`src/hw/rtl/spsd_pkg.sv`:
```
// Shared types and constants of the SYN port scan detector.
`default_nettype none
package spsd_pkg;

  localparam int SOURCES_DEFAULT    = 8;
  localparam int EPOCH_BITS_DEFAULT = 16;
  localparam int PORT_BITS          = 16;
  localparam int COUNT_BITS         = 17;

  localparam logic [63:0] WINDOW_RESET    = 64'd30000000000;
  localparam logic [16:0] THRESHOLD_RESET = 17'd24;

  localparam logic [15:0] ETHERTYPE_IPV4 = 16'h0800;
  localparam logic [7:0]  PROTO_TCP      = 8'd6;
  localparam logic [15:0] MIN_FRAME_LEN  = 16'd54;
  localparam logic [3:0]  MIN_IHL_WORDS  = 4'd5;
  localparam logic [15:0] ETH_TCP_BYTES  = 16'd34;

  typedef enum logic [7:0] {
    CFG_WINDOW_LENGTH = 8'd0,
    CFG_PORT_THRESHOLD = 8'd1
  } cfg_index_t;

  typedef struct packed {
    logic [15:0] frame_length;
    logic [15:0] ether_type;
    logic [3:0]  header_words;
    logic [7:0]  ip_protocol;
    logic        syn_flag;
    logic        ack_flag;
    logic [31:0] source_address;
    logic [15:0] dest_port;
    logic [63:0] now_ns;
  } frame_t;

  typedef struct packed {
    logic        drop;
    logic        alert_valid;
    logic        alert_reason;
    logic [31:0] alert_address;
    logic [15:0] alert_port;
    logic [16:0] distinct_ports;
    logic [63:0] alert_total;
  } verdict_t;

  typedef struct packed {
    logic   valid;
    logic   track;
    frame_t frame;
  } q_head_t;

endpackage
`default_nettype wire

```
`src/hw/rtl/spsd_front.sv`:
```
// Front part: classify incoming frames and queue them for the back part.
`default_nettype none
module spsd_front (
  input  wire logic            clk,
  input  wire logic            rst,
  input  wire logic            frame_valid,
  output logic                 frame_stall,
  input  wire spsd_pkg::frame_t frame,
  input  wire logic            clearing,
  input  wire logic            pop,
  output spsd_pkg::q_head_t    head
);

  logic                 q_track [2];
  spsd_pkg::frame_t     q_frame [2];
  logic                 wr_ptr;
  logic                 rd_ptr;
  logic [1:0]           count;
  logic                 push;
  logic                 track;
  logic [15:0]          need_len;

  assign frame_stall = (count == 2'd2) || clearing;
  assign push        = frame_valid && !frame_stall;

  always_comb begin
    need_len = {10'd0, frame.header_words, 2'b00} + spsd_pkg::ETH_TCP_BYTES;
    track = (frame.frame_length >= spsd_pkg::MIN_FRAME_LEN) &&
            (frame.ether_type == spsd_pkg::ETHERTYPE_IPV4) &&
            (frame.header_words >= spsd_pkg::MIN_IHL_WORDS) &&
            (need_len <= frame.frame_length) &&
            (frame.ip_protocol == spsd_pkg::PROTO_TCP) &&
            frame.syn_flag && !frame.ack_flag;
  end

  always_ff @(posedge clk) begin
    if (push) begin
      q_track[wr_ptr] <= track;
      q_frame[wr_ptr] <= frame;
    end
    if (rst) begin
      wr_ptr <= 1'b0;
      rd_ptr <= 1'b0;
      count  <= 2'd0;
    end else begin
      if (push) wr_ptr <= ~wr_ptr;
      if (pop) rd_ptr <= ~rd_ptr;
      count <= count + {1'b0, push} - {1'b0, pop};
    end
  end

  assign head.valid = (count != 2'd0);
  assign head.track = q_track[rd_ptr];
  assign head.frame = q_frame[rd_ptr];

endmodule
`default_nettype wire

```
`config.mk`:
```
export PLATFORM = sky130hd
export DESIGN_NAME = spsd_front
export DESIGN_NICKNAME = d
export VERILOG_FILES = /design/src/hw/rtl/spsd_pkg.sv /design/src/hw/rtl/spsd_front.sv
export SDC_FILE = /design/constraint.sdc
export NUM_CORES = 1
export LEC_CHECK = 0
export BUFFER_PORTS_ARGS = -buffer_cell sky130_fd_sc_hd__buf_4
export CORE_UTILIZATION = 40
export CTS_CLUSTER_SIZE = 16
export DETAILED_ROUTE_END_ITERATION = 10
export MAX_ROUTING_LAYER = met4
export SLEW_MARGIN = 20
export SYNTH_ARGS = -nofsm -noshare
export SYNTH_HDL_FRONTEND = slang
export SYNTH_SLANG_ARGS = --single-unit
```
`constraint.sdc`:
```
create_clock -name clk -period 22.4 [get_ports clk]
set_input_delay 2.24 -clock clk [delete_from_list [all_inputs] [get_ports clk]]
set_output_delay 2.24 -clock clk [all_outputs]
set_load 0.02 [all_outputs]
```
==> reports/results.txt <==
DR DRC count: 0
WL per Instance: 18.8 um
HPWL after DPL: 16.3 mm
core area: 0.0290 mm2
Tot GR Track Use: 16.4%
Fin. Hold Viols: 0
Via density: 4.76
fin crit share: 23.1%
Startpoint Class: input port
die height: 175 um
DRT iter0 DRCs: 307
antenna fix cells: 0
Cell Area, Placed: 0.0148 mm2
LEAKAGE: 0.00583 uW
Port Buffers: 323
Layout area overhead: 33.1%
DRT Wirelength: 24.7 mm
clock latency on the worst-skew pair: 500 ps
Max Cap Viol: 0
Most common cell on crit path: buf_4
Die ar.: 0.0306 mm2
cts bufs inserted: 35
PwrDens: 91.1 mW/mm2
Fin Setup TNS: 0 ps
status: complete, no violations
CP arrival: 5310 ps
Final #Nets: 1077
measured slew at the worst slew-check pin: 1040 ps
global-route wire length before repair: 37.0 mm
depth of the CTS H-tree: 2
initial core utilization: 41.2%
CTS tree: built
DR vias: 6263
RSZ-0062 raised after global routing: false
crit path time final: 5180 ps
synthesized area per cell: 21.4 um2
syn_nets: 729
Clock Sinks: 323
fraction of layout cells with a size suffix above 1: 56.5%
CP Max Fanout: 64
Worst slew margin: 30.3%
initial antenna violation count: 0
CP delay by family, top: buffers and inverters
gr ovfl total: 0
largest net degree at the start of global routing: 66
unique cell type count in the Yosys netlist: 33
Worst setup EP type: flop
Final Skew: 9.26 ps
post_cts resized: 0
postcts setup bufs: 0
Mapped Cells: 559
fmax: 0.193 GHz
Hold WC Path Type: reg -> reg
cell area after synthesis: 0.0119 mm2
num rows: 62
Max clock buf depth: 3
sequential area share after synthesis: 80.8%
slowest stage delay, CP: 880 ps
CP Cell Sequence: buf_4 > inv_1 > o211ai_1 > nor2_4 > buf_4 > buf_4
Hold Worst Slack: 512 ps
final setup vio count: 0
DRT Pass-1 Iters: 4
synthesized flop and latch total: 323
vias in the first global route: 6496
Placer Congestion: 0.746
antenna-violating nets left: 0
busiest grt layer: met2
Synth warnings: 0
CP required: 22530 ps
critical path class: in -> reg
Fillers: 2345
hold bufs inserted after CTS: 0
Horiz. Die Dim: 175 um
CTS root buf: clkbuf_16
global routing usage on met2: 25.2%
clk slew on worst S/H paths: 60 ps
met3 usage: 5.61%
GR Util met1: 20.6%
crit path buf inv count: 4
peak supply drop: 0.0000777 V
fin. max-slew vios: 0
Max stage delay cell, worst path: nor2_4
post-route cell area: 0.0159 mm2
io pins: 324
-- cell usage after synthesis --
library cell	n	share of area (%)
edfxtp_1	318	80
mux2_2	147	14
buf_2	12	0.50
mux2_1	12	1.1
inv_1	11	0.35
ha_1	7	0.73
nor2_1	7	0.22
dfxtp_1	5	0.84
buf_1	4	0.13
o21ai_0	4	0.17
xnor2_1	4	0.29
nor4_1	3	0.16
a21oi_1	2	0.084
clkbuf_1	2	0.063
nand2_1	2	0.063
nor2b_1	2	0.10
a2111oi_0	1	0.073
a2111oi_1	1	0.084
a21boi_0	1	0.063
a21o_1	1	0.063
and4b_1	1	0.084
nand3_1	1	0.042
nand4_1	1	0.052
nand4b_1	1	0.073
nor3_2	1	0.084
nor4_2	1	0.10
nor4_4	1	0.18
nor4b_1	1	0.073
nor4bb_1	1	0.084
o211ai_1	1	0.063
o31ai_1	1	0.063
or2_2	1	0.052
or4b_4	1	0.12
-- stage by stage --
stage	setup WS, ps	power [uW]	instances	util, %
global route	16980	1510	1316	54.8
global placement	16620	927	1254	51.1
CTS	17180	1470	1316	54.8
finish	17220	1450	1316	54.8
floorplan	12640	840	559	-
detailed placement	16640	929	1254	51.1
-- placed cells by master, fill, tap and decap left out, types with 2 or more instances in the layout --
cell type,Yosys,routed
clkbuf_16,0,36
ha_1,7,7
dfxtp_1,5,4
mux2_2,147,147
buf_4,0,329
nor2_1,7,5
bufinv_16,0,2
a21oi_1,2,2
xnor2_1,4,4
nor2b_1,2,2
edfxtp_1,318,318
nor2_4,0,2
nor4_1,3,3
inv_1,11,11
clkinv_1,0,8
clkbuf_1,2,11
o21ai_0,4,4
clkinv_2,0,3
nand2_1,2,2
mux2_1,12,12
-- power breakdown --
part	internal (uW)	switching, uW
sequential	704	9.52
combinational	92.0	108
clock	318	217
-- metal layers --
| layer | up-vias | routed length (um) |
|---|---|---|
| met1 | 3054 | 10500 |
| met3 | 34 | 2210 |
| met2 | 250 | 11500 |
| met4 | 0 | 488 |
| met5 | - | 0 |
| li1 | 2925 | - |
-- worst paths after layout --
check,from,endpoint,slack (ps),cells after the start
worst max-delay path,clearing,q_frame[0][42]$_DFFE_PP_,17220,6
worst min-delay path,rd_ptr$_SDFFE_PP0P_,flop,510,2
worst max register to register,count[1]$_SDFF_PP0_,q_frame[0][42]$_DFFE_PP_,18700,5
worst min register to register,rd_ptr$_SDFFE_PP0P_,flop,510,2
-- cells by family (layout without fill, tap and decap cells) --
group | after synthesis | after routing | synth area share (%)
and+or+nand+nor | 25 | 25 | 1.49
adders and majority gates | 7 | 7 | 0.733
buffers and inverters | 29 | 402 | 1.04
xor gates and xnor gates | 4 | 4 | 0.293
DFF | 323 | 323 | 80.8
AOI/OAI and AO/OA | 12 | 12 | 0.660
muxes | 159 | 159 | 15.0
-- state kept, by name (all words and copies together), names as in the netlist, named ones only --
| name | count |
|---|---|
| wr_ptr | 1 |
| q_track | 2 |
| count | 2 |
| q_frame | 316 |
| rd_ptr | 1 |
-- tightest hold or removal path, stage by stage (launching register included) --
cell and delay (ps):
dfxtp_1 320, xnor2_1 80, nor2_1 70
-- cell type report --
| type | count | area, um2 | area share, % |
|---|---|---|---|
| Sequential cell | 323 | 9650 | 60.7 |
| Clock buffer | 47 | 942 | 5.92 |
| Timing Repair Buffer | 329 | 2470 | 15.5 |
| Clock inverter | 15 | 130 | 0.818 |
| Tap cell | 384 | 480 | 3.02 |
| Inverter | 11 | 41.3 | 0.260 |
| Multi-Input combinational cell | 207 | 2180 | 13.7 |
Note: power is estimated with default switching activity, not from simulation.
